**src/sv/itrd_pkg.sv**
```systemverilog
package itrd_pkg;

  localparam int VALUE_W         = 32;
  localparam int MAG_W           = VALUE_W - 1;
  localparam int RADIX_W         = 6;
  localparam int DIGIT_W         = 6;
  localparam int CHAR_W          = 7;
  localparam int MAX_DIGIT_COUNT = 32;
  localparam int STACK_AW        = $clog2(MAX_DIGIT_COUNT);
  localparam int COUNT_W         = STACK_AW + 1;
  localparam int QUEUE_DEPTH     = 2;
  localparam int BITS_PER_CYCLE  = 8;
  localparam int STEP_W          = $clog2(VALUE_W / BITS_PER_CYCLE);

  localparam logic [RADIX_W-1:0] RADIX_MIN   = RADIX_W'(2);
  localparam logic [RADIX_W-1:0] RADIX_MAX   = RADIX_W'(36);
  localparam logic [RADIX_W-1:0] RADIX_RESET = RADIX_W'(10);

  localparam logic [CHAR_W-1:0]  ASCII_ZERO          = CHAR_W'(48);
  localparam logic [CHAR_W-1:0]  ASCII_LETTER_OFFSET = CHAR_W'(55);
  localparam logic [DIGIT_W-1:0] LARGEST_DECIMAL     = DIGIT_W'(9);

  // Classified work item handed from front to back
  typedef struct packed {
    logic [MAG_W-1:0]   mag;
    logic [RADIX_W-1:0] radix;
    logic               no_digits;
  } cmd_t;

  // One result item
  typedef struct packed {
    logic [CHAR_W-1:0] digit_char;
    logic              is_last;
    logic              is_empty;
  } result_t;

  function automatic logic [CHAR_W-1:0] digit_to_ascii(input logic [DIGIT_W-1:0] d);
    logic [CHAR_W-1:0] d_ext;
    d_ext = {1'b0, d};
    if (d > LARGEST_DECIMAL) begin
      return d_ext + ASCII_LETTER_OFFSET;
    end
    return d_ext + ASCII_ZERO;
  endfunction

  function automatic logic [RADIX_W-1:0] clamp_radix(input logic [RADIX_W-1:0] r);
    if (r < RADIX_MIN) begin
      return RADIX_MIN;
    end
    if (r > RADIX_MAX) begin
      return RADIX_MAX;
    end
    return r;
  endfunction

endpackage

```
**src/sv/integer_to_radix_digits_core.sv**
```systemverilog
// Channel   | Direction | Signals                         | Transfer when
// ----------+-----------+---------------------------------+----------------------
// config    | in        | cfg_valid, cfg_ready, cfg_data  | cfg_valid && cfg_ready
// input     | in        | push, full, value               | push && !full
// result    | out       | empty, pop, digit_char,         | pop && !empty
//           |           | is_last, is_empty               |
//
// In the back end, each digit of an item comes from the divider (eight quotient bits
// per cycle); the digits are then read back from the digit stack, one digit per cycle
// while the result queue has room. Zero or negative values skip the divider.
// Reset (rst, synchronous) empties both queues and sets the base to ten.
// A two-entry item queue lets input transfers continue while the back end works;
// a full result queue stalls only the stack read-out and the no-digit result.
module integer_to_radix_digits_core (
  input  logic                          clk,
  input  logic                          rst,
  input  logic                          cfg_valid,
  output logic                          cfg_ready,
  input  logic [itrd_pkg::RADIX_W-1:0]  cfg_data,
  input  logic [itrd_pkg::VALUE_W-1:0]  value,
  input  logic                          push,
  output logic                          full,
  output logic [itrd_pkg::CHAR_W-1:0]   digit_char,
  output logic                          is_last,
  output logic                          is_empty,
  output logic                          empty,
  input  logic                          pop
);

  logic           cmd_valid;
  logic           cmd_pop;
  itrd_pkg::cmd_t cmd;

  itrd_front u_front (
    .clk       (clk),
    .rst       (rst),
    .cfg_valid (cfg_valid),
    .cfg_ready (cfg_ready),
    .cfg_data  (cfg_data),
    .value     (value),
    .push      (push),
    .full      (full),
    .cmd_valid (cmd_valid),
    .cmd       (cmd),
    .cmd_pop   (cmd_pop)
  );

  itrd_back u_back (
    .clk        (clk),
    .rst        (rst),
    .cmd_valid  (cmd_valid),
    .cmd        (cmd),
    .cmd_pop    (cmd_pop),
    .digit_char (digit_char),
    .is_last    (is_last),
    .is_empty   (is_empty),
    .empty      (empty),
    .pop        (pop)
  );

  // The back end takes an item only from a non-empty queue
  a_cmd_pop_valid: assert property (@(posedge clk) disable iff (rst)
    cmd_pop |-> cmd_valid)
    else $error("item taken from empty queue");

  // A no-digit result is a lone, final, blank item
  a_empty_result: assert property (@(posedge clk) disable iff (rst)
    (!empty && is_empty) |-> (is_last && digit_char == '0))
    else $error("malformed no-digit result");

  // Digit results carry a printable digit
  a_digit_range: assert property (@(posedge clk) disable iff (rst)
    (!empty && !is_empty) |->
      ((digit_char >= 7'd48 && digit_char <= 7'd57) ||
       (digit_char >= 7'd65 && digit_char <= 7'd90)))
    else $error("digit character out of range");

  // Reset leaves both sides clear on the first cycle out of it
  a_reset_clear: assert property (@(posedge clk)
    (!rst && $past(rst)) |-> (empty && !full))
    else $error("queues not clear after reset");

endmodule

```
**src/sv/itrd_front.sv**
```systemverilog
module itrd_front (
  input  logic                          clk,
  input  logic                          rst,
  input  logic                          cfg_valid,
  output logic                          cfg_ready,
  input  logic [itrd_pkg::RADIX_W-1:0]  cfg_data,
  input  logic [itrd_pkg::VALUE_W-1:0]  value,
  input  logic                          push,
  output logic                          full,
  output logic                          cmd_valid,
  output itrd_pkg::cmd_t                cmd,
  input  logic                          cmd_pop
);

  logic [itrd_pkg::RADIX_W-1:0] radix;
  itrd_pkg::cmd_t               cq [itrd_pkg::QUEUE_DEPTH];
  logic                         wr_ptr;
  logic                         rd_ptr;
  logic [1:0]                   cq_count;
  logic                         push_fire;
  itrd_pkg::cmd_t               cmd_new;

  assign cfg_ready = 1'b1;

  // Hold the clamped base; it is captured with each item
  always_ff @(posedge clk) begin
    if (rst) begin
      radix <= itrd_pkg::RADIX_RESET;
    end else if (cfg_valid && cfg_ready) begin
      radix <= itrd_pkg::clamp_radix(cfg_data);
    end
  end

  // Classify: zero or negative values produce no digits
  always_comb begin
    cmd_new.mag       = value[itrd_pkg::MAG_W-1:0];
    cmd_new.radix     = radix;
    cmd_new.no_digits = (value == '0) || value[itrd_pkg::VALUE_W-1];
  end

  assign full      = (cq_count == 2'(itrd_pkg::QUEUE_DEPTH));
  assign push_fire = push && !full;
  assign cmd_valid = (cq_count != 2'd0);
  assign cmd       = cq[rd_ptr];

  // Store accepted items for the back end
  always_ff @(posedge clk) begin
    if (push_fire) begin
      cq[wr_ptr] <= cmd_new;
    end
  end

  // Advance queue pointers on each transfer
  always_ff @(posedge clk) begin
    if (rst) begin
      wr_ptr   <= 1'b0;
      rd_ptr   <= 1'b0;
      cq_count <= 2'd0;
    end else begin
      if (push_fire) begin
        wr_ptr <= ~wr_ptr;
      end
      if (cmd_pop) begin
        rd_ptr <= ~rd_ptr;
      end
      cq_count <= cq_count + 2'(push_fire) - 2'(cmd_pop);
    end
  end

endmodule

```
**src/sv/itrd_back.sv**
```systemverilog
module itrd_back (
  input  logic                          clk,
  input  logic                          rst,
  input  logic                          cmd_valid,
  input  itrd_pkg::cmd_t                cmd,
  output logic                          cmd_pop,
  output logic [itrd_pkg::CHAR_W-1:0]   digit_char,
  output logic                          is_last,
  output logic                          is_empty,
  output logic                          empty,
  input  logic                          pop
);

  typedef enum logic [3:0] {
    ST_IDLE = 4'b0001,
    ST_DIV  = 4'b0010,
    ST_EMIT = 4'b0100,
    ST_NULL = 4'b1000
  } state_t;

  state_t                               state;
  logic [itrd_pkg::VALUE_W-1:0]         quo;
  logic [itrd_pkg::DIGIT_W-1:0]         rem;
  logic [itrd_pkg::RADIX_W-1:0]         radix_w;
  logic [itrd_pkg::STEP_W-1:0]          step;
  logic [itrd_pkg::COUNT_W-1:0]         count;
  logic [itrd_pkg::STACK_AW-1:0]        rd_idx;
  logic                                 issue_done;
  logic                                 rd_pending;
  logic                                 rd_last;
  logic [itrd_pkg::DIGIT_W-1:0]         rd_data;
  logic [itrd_pkg::DIGIT_W-1:0]         stack [itrd_pkg::MAX_DIGIT_COUNT];

  logic [itrd_pkg::DIGIT_W-1:0]         rem_step;
  logic [itrd_pkg::DIGIT_W:0]           trial;
  logic [itrd_pkg::BITS_PER_CYCLE-1:0]  qbits;
  logic [itrd_pkg::VALUE_W-1:0]         quo_step;

  itrd_pkg::result_t                    oq [itrd_pkg::QUEUE_DEPTH];
  logic                                 oq_wr;
  logic                                 oq_rd;
  logic [1:0]                           oq_count;
  logic                                 pop_fire;
  logic                                 push_digit;
  logic                                 push_null;
  itrd_pkg::result_t                    oq_in;
  logic [2:0]                           slots_used;
  logic                                 issue;

  // Restoring long division over the next byte of the dividend
  always_comb begin
    rem_step = rem;
    trial    = '0;
    qbits    = '0;
    for (int i = 0; i < itrd_pkg::BITS_PER_CYCLE; i++) begin
      trial = {rem_step, quo[itrd_pkg::VALUE_W-1-i]};
      if (trial >= {1'b0, radix_w}) begin
        trial = trial - {1'b0, radix_w};
        qbits[itrd_pkg::BITS_PER_CYCLE-1-i] = 1'b1;
      end
      rem_step = trial[itrd_pkg::DIGIT_W-1:0];
    end
    quo_step = {quo[itrd_pkg::VALUE_W-itrd_pkg::BITS_PER_CYCLE-1:0], qbits};
  end

  assign pop_fire   = pop && (oq_count != 2'd0);
  assign slots_used = {1'b0, oq_count} + {2'b0, rd_pending} - {2'b0, pop_fire};
  assign issue      = (state == ST_EMIT) && !issue_done && (slots_used < 3'(itrd_pkg::QUEUE_DEPTH));
  assign cmd_pop    = (state == ST_IDLE) && cmd_valid;
  assign push_digit = rd_pending;
  assign push_null  = (state == ST_NULL) && (oq_count < 2'(itrd_pkg::QUEUE_DEPTH));

  // Sequence: take item, divide digit by digit, then read the stack back (no-digit items give one empty marker)
  always_ff @(posedge clk) begin
    if (rst) begin
      state      <= ST_IDLE;
      step       <= '0;
      count      <= '0;
      rd_idx     <= '0;
      issue_done <= 1'b0;
      rd_pending <= 1'b0;
      rd_last    <= 1'b0;
    end else begin
      rd_pending <= issue;
      unique case (state)
        ST_IDLE: begin
          if (cmd_valid) begin
            quo     <= {1'b0, cmd.mag};
            rem     <= '0;
            radix_w <= cmd.radix;
            step    <= '0;
            count   <= '0;
            state   <= cmd.no_digits ? ST_NULL : ST_DIV;
          end
        end
        ST_DIV: begin
          quo  <= quo_step;
          rem  <= (step == '1) ? '0 : rem_step;
          step <= step + 1'b1;
          if (step == '1) begin
            count <= count + 1'b1;
            if (quo_step == '0 || count == itrd_pkg::COUNT_W'(itrd_pkg::MAX_DIGIT_COUNT - 1)) begin
              rd_idx <= count[itrd_pkg::STACK_AW-1:0];
              state  <= ST_EMIT;
            end
          end
        end
        ST_EMIT: begin
          if (issue) begin
            rd_last <= (rd_idx == '0);
            if (rd_idx == '0) begin
              issue_done <= 1'b1;
            end else begin
              rd_idx <= rd_idx - 1'b1;
            end
          end
          if (issue_done && !rd_pending) begin
            issue_done <= 1'b0;
            state      <= ST_IDLE;
          end
        end
        ST_NULL: begin
          if (push_null) begin
            state <= ST_IDLE;
          end
        end
        default: begin
          state <= ST_IDLE;
        end
      endcase
    end
  end

  // Digit stack: write on the last division step, read with registered data
  always_ff @(posedge clk) begin
    if (state == ST_DIV && step == '1) begin
      stack[count[itrd_pkg::STACK_AW-1:0]] <= rem_step;
    end
    if (issue) begin
      rd_data <= stack[rd_idx];
    end
  end

  // Result queue
  always_comb begin
    if (push_digit) begin
      oq_in.digit_char = itrd_pkg::digit_to_ascii(rd_data);
      oq_in.is_last    = rd_last;
      oq_in.is_empty   = 1'b0;
    end else begin
      oq_in.digit_char = '0;
      oq_in.is_last    = 1'b1;
      oq_in.is_empty   = 1'b1;
    end
  end

  always_ff @(posedge clk) begin
    if (push_digit || push_null) begin
      oq[oq_wr] <= oq_in;
    end
  end

  always_ff @(posedge clk) begin
    if (rst) begin
      oq_wr    <= 1'b0;
      oq_rd    <= 1'b0;
      oq_count <= 2'd0;
    end else begin
      if (push_digit || push_null) begin
        oq_wr <= ~oq_wr;
      end
      if (pop_fire) begin
        oq_rd <= ~oq_rd;
      end
      oq_count <= oq_count + 2'(push_digit || push_null) - 2'(pop_fire);
    end
  end

  assign empty      = (oq_count == 2'd0);
  assign digit_char = oq[oq_rd].digit_char;
  assign is_last    = oq[oq_rd].is_last;
  assign is_empty   = oq[oq_rd].is_empty;

endmodule

```
**config.mk**
```make
export PLATFORM = sky130hd
export DESIGN_NAME = integer_to_radix_digits_core
export DESIGN_NICKNAME = d
export VERILOG_FILES = /design/src/sv/itrd_pkg.sv /design/src/sv/integer_to_radix_digits_core.sv /design/src/sv/itrd_front.sv /design/src/sv/itrd_back.sv
export SDC_FILE = /design/constraint.sdc
export NUM_CORES = 1
export LEC_CHECK = 0
export BUFFER_PORTS_ARGS = -buffer_cell sky130_fd_sc_hd__buf_2
export CAP_MARGIN = 10
export CORE_AREA = 2 2 191 193
export CTS_BUF_LIST = sky130_fd_sc_hd__clkbuf_4 sky130_fd_sc_hd__clkbuf_8
export DETAILED_ROUTE_END_ITERATION = 7
export DIE_AREA = 0 0 193 195
export PLACE_DENSITY_LB_ADDON = 0.15
export SLEW_MARGIN = 40
export SYNTH_ARGS = -nofsm -noshare
export SYNTH_HDL_FRONTEND = slang
export SYNTH_SLANG_ARGS = --single-unit
```
**constraint.sdc**
```tcl
create_clock -name clk -period 49.3 [get_ports clk]
set_input_delay 7.395 -clock clk [delete_from_list [all_inputs] [get_ports clk]]
set_output_delay 7.395 -clock clk [all_outputs]
set_load 0.005 [all_outputs]
```
==> reports/qor.txt, run 1 <==
Final Skew = 0.0221 ns
Critical path's slowest cell = edfxtp_1
IO Port Bufs = 53
Met3 usage = 5.10%
Global-route wire length before repair = 60300 um
Slew Viols, Final = 0
Asr flop ratio synth = 0%
Number of buffers created by CTS = 59
Worst slew pin tran = 0.866 ns
Post-route DRC = 0
Max H-tree Level = 2
Crit path largest cell delay = 0.70 ns
Max_cap viols = 0
Die Ht = 195 um
CTS Hold Buffers Added = 0
# Post-CTS Setup Buffers = 0
Routed WL = 38900 um
Hold Path Origin = u_back.rd_last
Vias in the first global route = 10.4k
Crit Reg-Reg Endpoint = u_back.rem[5]
Largest area contributor in the synthesized netlist = edfxtp_1
Root Driver = clkbuf_8
Post-route ant nets = 0
Kind of critical path = reg2reg
Drt wl/cell = 21.3 um
CP startpoint kind = flop
Nets = 1432
Worst flop-to-flop path startpoint = u_back.radix_w[1]
Setup TNS = 0 ns
Main flop type after synthesis = edfxtp_1
Met1 usage = 30.7%
Post-placement cell count = 1717
Crit path capture type = flop
Period utilization = 39.4%
Initial core utilization = 49.9%
Mean Syn Cell Area = 14.2 sq um
Skew-Pair Late Insertion Delay = 0.64 ns
Synthesized Nets = 1356
Antenna violations before repair = 3
Die extent in x = 193 um
Worst reg2reg path depth = 78
Share of the synthesized area in the top cell type = 57.2%
GRT Total Usage = 21.4%
Initial DRC count = 807
DP Wirelength = 25700 um
Netlist cell types = 77
Required @ worst endpoint = 49.77 ns
Placer Congestion = 0.888
CTS tree = yes
R2R Setup Slk = 29.87 ns
Worst hold stages = 2
DRT Pass-1 Iters = 7
EDFF count, synth = 336
CTS Sinks = 372
Setup repair after global routing missed its margin = false
Via count = 10.5k
Syn. warnings = 0
Final worst slack = 29.87 ns
Row count = 69
Filler instances = 2907
Crit path DAT = 19.90 ns
Fin. Hold Viols = 0
Synth Instances = 1241
Netlist Area Pre-Place = 17600 sq um
Final min period = 19.43 ns
Largest net degree at the start of global routing = 72
Hold Slack = 0.461 ns
Seq/Total Area, Yosys = 61.3%
Final Instance Count excl. Fillers = 1827
Clk buf depth = 3
Outcome = finished, final reports clean
Final setup viols = 0
Most Crowded Layer GR = met2
Clock transition at the registers of the reported paths = 0.06 ns
Yosys reg bits = 372
Remaining Overflow, GRT = 0
Crit path max fanout = 33
Critical path's most frequent cell = a21o_1
Synth top area cells = edfxtp_1 57%, mux4_2 7.7%, ha_1 4.5%, dfxtp_1 4.1%, mux2i_1 2.8%
Resized cells post-CTS = 0
Die ar. = 37600 sq um
I/O Pins = 55
Drt via density = 5.73
Antenna diodes = 0
Area growth syn-to-layout = 10.9%
Slew headroom = 42.2%
Layout cells sized above 1 = 21.3%
Global Route met2 Usage = 31.7%
Hold Path Sink = u_back.rd_last
FMAX = 51.5 MHz
Hold WC Path Type = reg2reg
Core area = 35400 sq um
Post-place setup slack = 30.17 ns
how the worst max path moves through the flow:
stage	startpoint	to	slack, ns	cells after the start
finish	u_back.radix_w[1]	u_back.rem[5]	29.87	78
CTS	u_back.radix_w[1]	u_back.rem[5]	30.08	78
global route	u_back.radix_w[1]	u_back.rem[0]	28.12	78
global placement	u_back.radix_w[1]	u_back.rem[4]	30.78	77
floorplan	u_back.radix_w[1]	u_back.rem[0]	32.26	83
detailed placement	u_back.radix_w[1]	u_back.rem[4]	30.17	77
worst max-delay path, delay by kind of cell, from the launching register on:
family                   cells  cell delay [ns]
flip-flops                   1             0.70
buffers and inverters        7             1.23
multiplexers                 4             1.09
AO/OA/AOI/OAI               42            10.18
AND/OR/NAND/NOR             17             3.69
adder cells (fa/ha/maj)      8             2.36
area by class of cell:
cell class / instances / area [sq um] / area share, %
flip-flops and latches: 372 / 10800 / 55.3
clock buffers: 79 / 968 / 4.95
repair buffers: 64 / 379 / 1.94
multi-input cells: 754 / 6420 / 32.8
well taps: 461 / 577 / 2.95
inverters: 66 / 248 / 1.27
clock inverters: 31 / 159 / 0.812
flip-flops by register name, summed over array words and instances (netlist names), 2 cells and up, named ones only:
signal and flops:
u_back.radix_w 6, u_front.cq 76, u_front.radix 6, u_back.count 6
u_front.cq_count 2, u_back.oq_count 2, u_back.oq 18, u_back.step 2
u_back.quo 32, u_back.rd_data 6, u_back.rem 6, u_back.stack 192
u_back.rd_idx 5, u_back.state 4
layout by cell type, fill, tap and decap left out, types with 15 or more instances in the layout:
cell type,instances
a21o_1,19
a21oi_1,49
buf_2,53
clkbuf_4,19
clkbuf_8,60
clkinv_1,16
dfxtp_1,32
edfxtp_1,336
ha_1,63
inv_1,64
mux2_2,34
mux2i_1,46
mux4_2,60
nand2_1,70
nand2b_1,19
nor2_1,95
nor2b_1,15
nor4_1,15
o21ai_0,56
xnor2_1,24
xor2_1,18
per-stage QoR:
| step | instance area, sq um | utilization, % |
|---|---|---|
| 2_1_floorplan | 17600 | - |
| 3_3_place_gp | 18400 | 51.9 |
| 3_5_place_dp | 18400 | 52.1 |
| 4_1_cts | 19600 | 55.3 |
| 5_1_grt | 19600 | 55.3 |
| 6_report | 19600 | 55.3 |
Yosys cell counts, types with 34 or more instances:
cell type  instances
ha_1              63
edfxtp_1         336
nor2_1            98
mux2i_1           49
inv_1             64
dfxtp_1           36
nand2_1           70
mux4_2            60
o21ai_0           57
mux2_2            34
clkbuf_1          35
a21oi_1           49
kinds of logic (layout without fill, tap and decap cells):
kind of cell | Yosys count | after routing | synth area share (%)
other cells | 1 | 1 | 0.0213
fa+ha+maj | 72 | 72 | 5.49
xor+xnor | 42 | 42 | 2.08
flops | 372 | 372 | 61.3
buf+inv | 115 | 240 | 2.63
mux | 147 | 147 | 12.9
compound gates | 195 | 195 | 7.31
simple gates | 297 | 297 | 8.26
routing by layer:
| layer | vias up | routed length [um] | part of all wire (%) |
|---|---|---|---|
| li1 | 4887 | - | - |
| met1 | 5207 | 17900 | 46 |
| met2 | 282 | 17500 | 45 |
| met3 | 78 | 2350 | 6.0 |
| met4 | 6 | 1100 | 2.8 |
| met5 | - | 45 | 0.12 |
Power of run 1 is left out: the tool's default activity adds up to more than one toggle a clock period on the data nets, which glitch-free logic cannot reach.
==> inputs of run 2 (changes only) <==
--- a/config.mk
+++ b/config.mk
@@ -5,12 +5,13 @@
 export SDC_FILE = /design/constraint.sdc
 export NUM_CORES = 1
 export LEC_CHECK = 0
+export ABC_AREA = 1
 export BUFFER_PORTS_ARGS = -buffer_cell sky130_fd_sc_hd__buf_2
 export CAP_MARGIN = 10
-export CORE_AREA = 2 2 191 193
+export CORE_AREA = 2 2 193 195
 export CTS_BUF_LIST = sky130_fd_sc_hd__clkbuf_4 sky130_fd_sc_hd__clkbuf_8
 export DETAILED_ROUTE_END_ITERATION = 7
-export DIE_AREA = 0 0 193 195
+export DIE_AREA = 0 0 195 197
 export PLACE_DENSITY_LB_ADDON = 0.15
 export SLEW_MARGIN = 40
 export SYNTH_ARGS = -nofsm -noshare
==> constraint.sdc (replaced) <==
create_clock -name clk -period 19.9 [get_ports clk]
set_input_delay 2.985 -clock clk [delete_from_list [all_inputs] [get_ports clk]]
set_output_delay 2.985 -clock clk [all_outputs]
set_load 0.005 [all_outputs]
==> run 2 against run 1 <==
  * Flip-flop and latch count is the same
  * Area after synthesis up 1.2%
  * Count of clock-buffer cells in the layout grew 5
  * Clock skew rose by 0.010 ns
  * Global-route usage grew 0.10 points
  * Worst hold slack improved by 0.0078 ns
  * Critical path type unchanged
  * Critical path depth increased by 7
  * Sequential share of layout area is 0.73 points lower
==> reports/qor.txt, run 2 <==
Instance count on the critical path = 85 (+9.0%)
CTS tree = yes
Area growth syn-to-layout = 11.0% (about the same)
Final setup viols = 0 (unchanged)
Worst flop-to-flop path startpoint = u_back.radix_w[1]
Most frequent cells in the layout = 336 x edfxtp_1, 227 x nand2_1, 214 x o21ai_0, 214 x nor2_1, 155 x inv_1
Yosys reg bits = 372 (unchanged)
Setup TNS = 0 ns (unchanged)
Remaining Overflow, GRT = 0 (unchanged)
Post-synthesis xor/xnor area fraction = 1.72% (-0.37 points)
CP startpoint kind = flop
# Post-CTS Setup Buffers = 0 (unchanged)
Routed WL = 40900 um (+5.1%)
Crit path max fanout = 32 (-3.0%)
R2R Setup Slk = 5.14 ns (-24.73 ns)
Max H-tree Level = 2 (unchanged)
Final Skew = 0.0322 ns (+0.0101 ns)
Worst path top cell family by delay = compound AO/OA/AOI/OAI gates
DRT Pass-1 Iters = 5 (-2)
Clock transition at the registers of the reported paths = 0.07 ns (about the same)
Synth top area cells = edfxtp_1 56%, o21ai_0 6.0%, nand2_1 4.8%, nor2_1 4.6%, ha_1 4.4%
CTS Sinks = 372 (unchanged)
Die Ht = 197 um (+1.0%)
Critical path's slowest cell = edfxtp_1
EDFF count, synth = 336 (unchanged)
CTS Hold Buffers Added = 0 (unchanged)
Layout cells sized above 1 = 13.6% (-7.7 points)
I/O Pins = 55 (unchanged)
Number of buffers created by CTS = 60 (+1.7%)
Largest net degree at the start of global routing = 86 (+19%)
Initial DRC count = 924 (+14%)
Drt wl/cell = 18.1 um (-15%)
Final min period = 14.76 ns (-4.67 ns)
Crit path largest cell delay = 0.64 ns (-0.06 ns)
Slew Viols, Final = 0 (unchanged)
Netlist Area Pre-Place = 17900 sq um (+1.2%)
Synth Instances = 1677 (+35%)
Largest family of logic cells by synthesized area = simple AND/OR/NAND/NOR gates
Core area = 36300 sq um (+2.4%)
Setup repair after global routing missed its margin = false
Drt via density = 5.47 (-4.4%)
Asr flop ratio synth = 0% (unchanged)
Share of the synthesized area in the top cell type = 56.5% (-0.69 points)
Count leader, synth = edfxtp_1
Die extent in x = 195 um (+1.0%)
Mean Syn Cell Area = 10.7 sq um (-25%)
Netlist cell types = 57 (-26%)
Hold Slack = 0.468 ns (+0.00775 ns)
Die ar. = 38400 sq um (+2.1%)
DP Wirelength = 26600 um (+3.3%)
Via count = 12.4k (+18%)
Hold WC Path Type = reg2reg
Hold Path Origin = u_back.oq_rd
Simple-Gate Fraction of Synth Area = 14.7% (+6.4 points)
Filler instances = 3141 (+8.0%)
Skew-Pair Late Insertion Delay = 0.65 ns (about the same)
GRT Total Usage = 21.5% (+0.10 points)
Crit path capture type = flop
Resized cells post-CTS = 0 (unchanged)
Syn. warnings = 0 (unchanged)
Vias in the first global route = 11.8k (+14%)
Worst hold stages = 1 (-1)
Worst slew pin tran = 0.818 ns (-0.0474 ns)
Hold Path Sink = u_back.oq_rd
IO Port Bufs = 53 (unchanged)
Required @ worst endpoint = 20.18 ns (-29.59 ns)
Clk buf depth = 3 (unchanged)
Outcome = finished, final reports clean
CP bufs+invs = 13 (+6)
Period utilization = 74.2% (+35 points)
Row count = 70 (+1.4%)
Synth top cells by count = 336 x edfxtp_1, 227 x nand2_1, 218 x nor2_1
Post-route DRC = 0 (unchanged)
Max FFs per register = 192 (unchanged)
Synthesized Nets = 1792 (+32%)
Mux cell area share after synthesis = 1.39% (-12 points)
Seq/Total Area, Yosys = 60.5% (-0.74 points)
Commonest non-fill, non-tap cell in the layout = edfxtp_1
Root Driver = clkbuf_8
Critical Path Start = u_back.radix_w[1]
Fin. Hold Viols = 0 (unchanged)
Main flop type after synthesis = edfxtp_1
FMAX = 67.7 MHz (+32%)
Post-route ant nets = 0 (unchanged)
Kind of critical path = reg2reg
Worst reg2reg path depth = 85 (+9.0%)
Critical path's most frequent cell = nand2_1
Placer Congestion = 0.841 (-5.3%)
Post-Synth Adder-Cell Area = 5.42% (-0.066 points)
Slew headroom = 45.5% (+3.2 points)
Max_cap viols = 0 (unchanged)
Synth Area in Compound Gates = 11.2% (+3.9 points)
Global-route wire length before repair = 64200 um (+6.4%)
Largest area contributor in the synthesized netlist = edfxtp_1
Initial core utilization = 49.3% (-0.59 points)
Antenna violations before repair = 1 (-2)
Nets = 1858 (+30%)
Crit path DAT = 15.04 ns (-4.86 ns)
Crit Reg-Reg Endpoint = u_back.stack[2][1]
run 2: changes by cell type in the layout (fill, tap and decap cells not counted), sizes merged, moves of 14 or more:
| cell | previous run | this run |
|---|---|---|
| o221ai | 0 | 14 |
| a21o | 19 | 1 |
| o22ai | 1 | 35 |
| nor2b | 16 | 0 |
| mux2 | 37 | 15 |
| nand3 | 11 | 62 |
| mux2i | 50 | 8 |
| mux4 | 60 | 0 |
| o21ai | 63 | 227 |
| nor2 | 98 | 225 |
| nand2b | 19 | 0 |
| inv | 66 | 168 |
| nand2 | 70 | 245 |
run 2: metal layers:
layer	track usage, %	routed length (um)	up-vias
met5	0	13	-
met4	7.15	973	2
met3	3.61	2600	74
met2	32.9	18000	362
met1	31.2	19300	5925
li1	-	-	6010
run 2: worst max-delay path by stage:
stage / endpoint
floorplan: u_back.stack[0][5]
global placement: u_back.stack[1][0]
detailed placement: u_back.stack[24][1]
CTS: u_back.stack[2][1]
global route: u_back.stack[2][1]
finish: u_back.stack[2][1]
run 2: final cells by class:
| cell class | instances | area, sq um | area share [%] |
|---|---|---|---|
| sequential | 372 | 10800 | 54.6 |
| multi-input combinational | 1072 | 6180 | 31.2 |
| clock buffer | 84 | 1010 | 5.08 |
| inverter | 170 | 642 | 3.24 |
| tap | 468 | 586 | 2.95 |
| timing repair buffer | 67 | 414 | 2.09 |
| clock inverter | 26 | 174 | 0.877 |
| antenna | 1 | 2.50 | 0.0126 |
run 2: kinds of logic after synthesis:
family | count (synthesis)
DFF | 372
adders and majority gates | 72
muxes | 23
and+or+nand+nor | 583
xor gates and xnor gates | 35
other | 1
buffers and inverters | 233
AOI/OAI and AO/OA | 358
run 2: stage by stage:
stage	worst slack [ns]	utilization [%]	instances	area, sq um
floorplan	7.04	-	1677	17900
global placement	5.61	51.2	2147	18600
detailed placement	5.34	51.4	2149	18600
CTS	5.19	54.6	2259	19800
global route	3.59	54.7	2259	19800
finish	5.14	54.7	2260	19800
Power of run 2 is left out for the same reason.
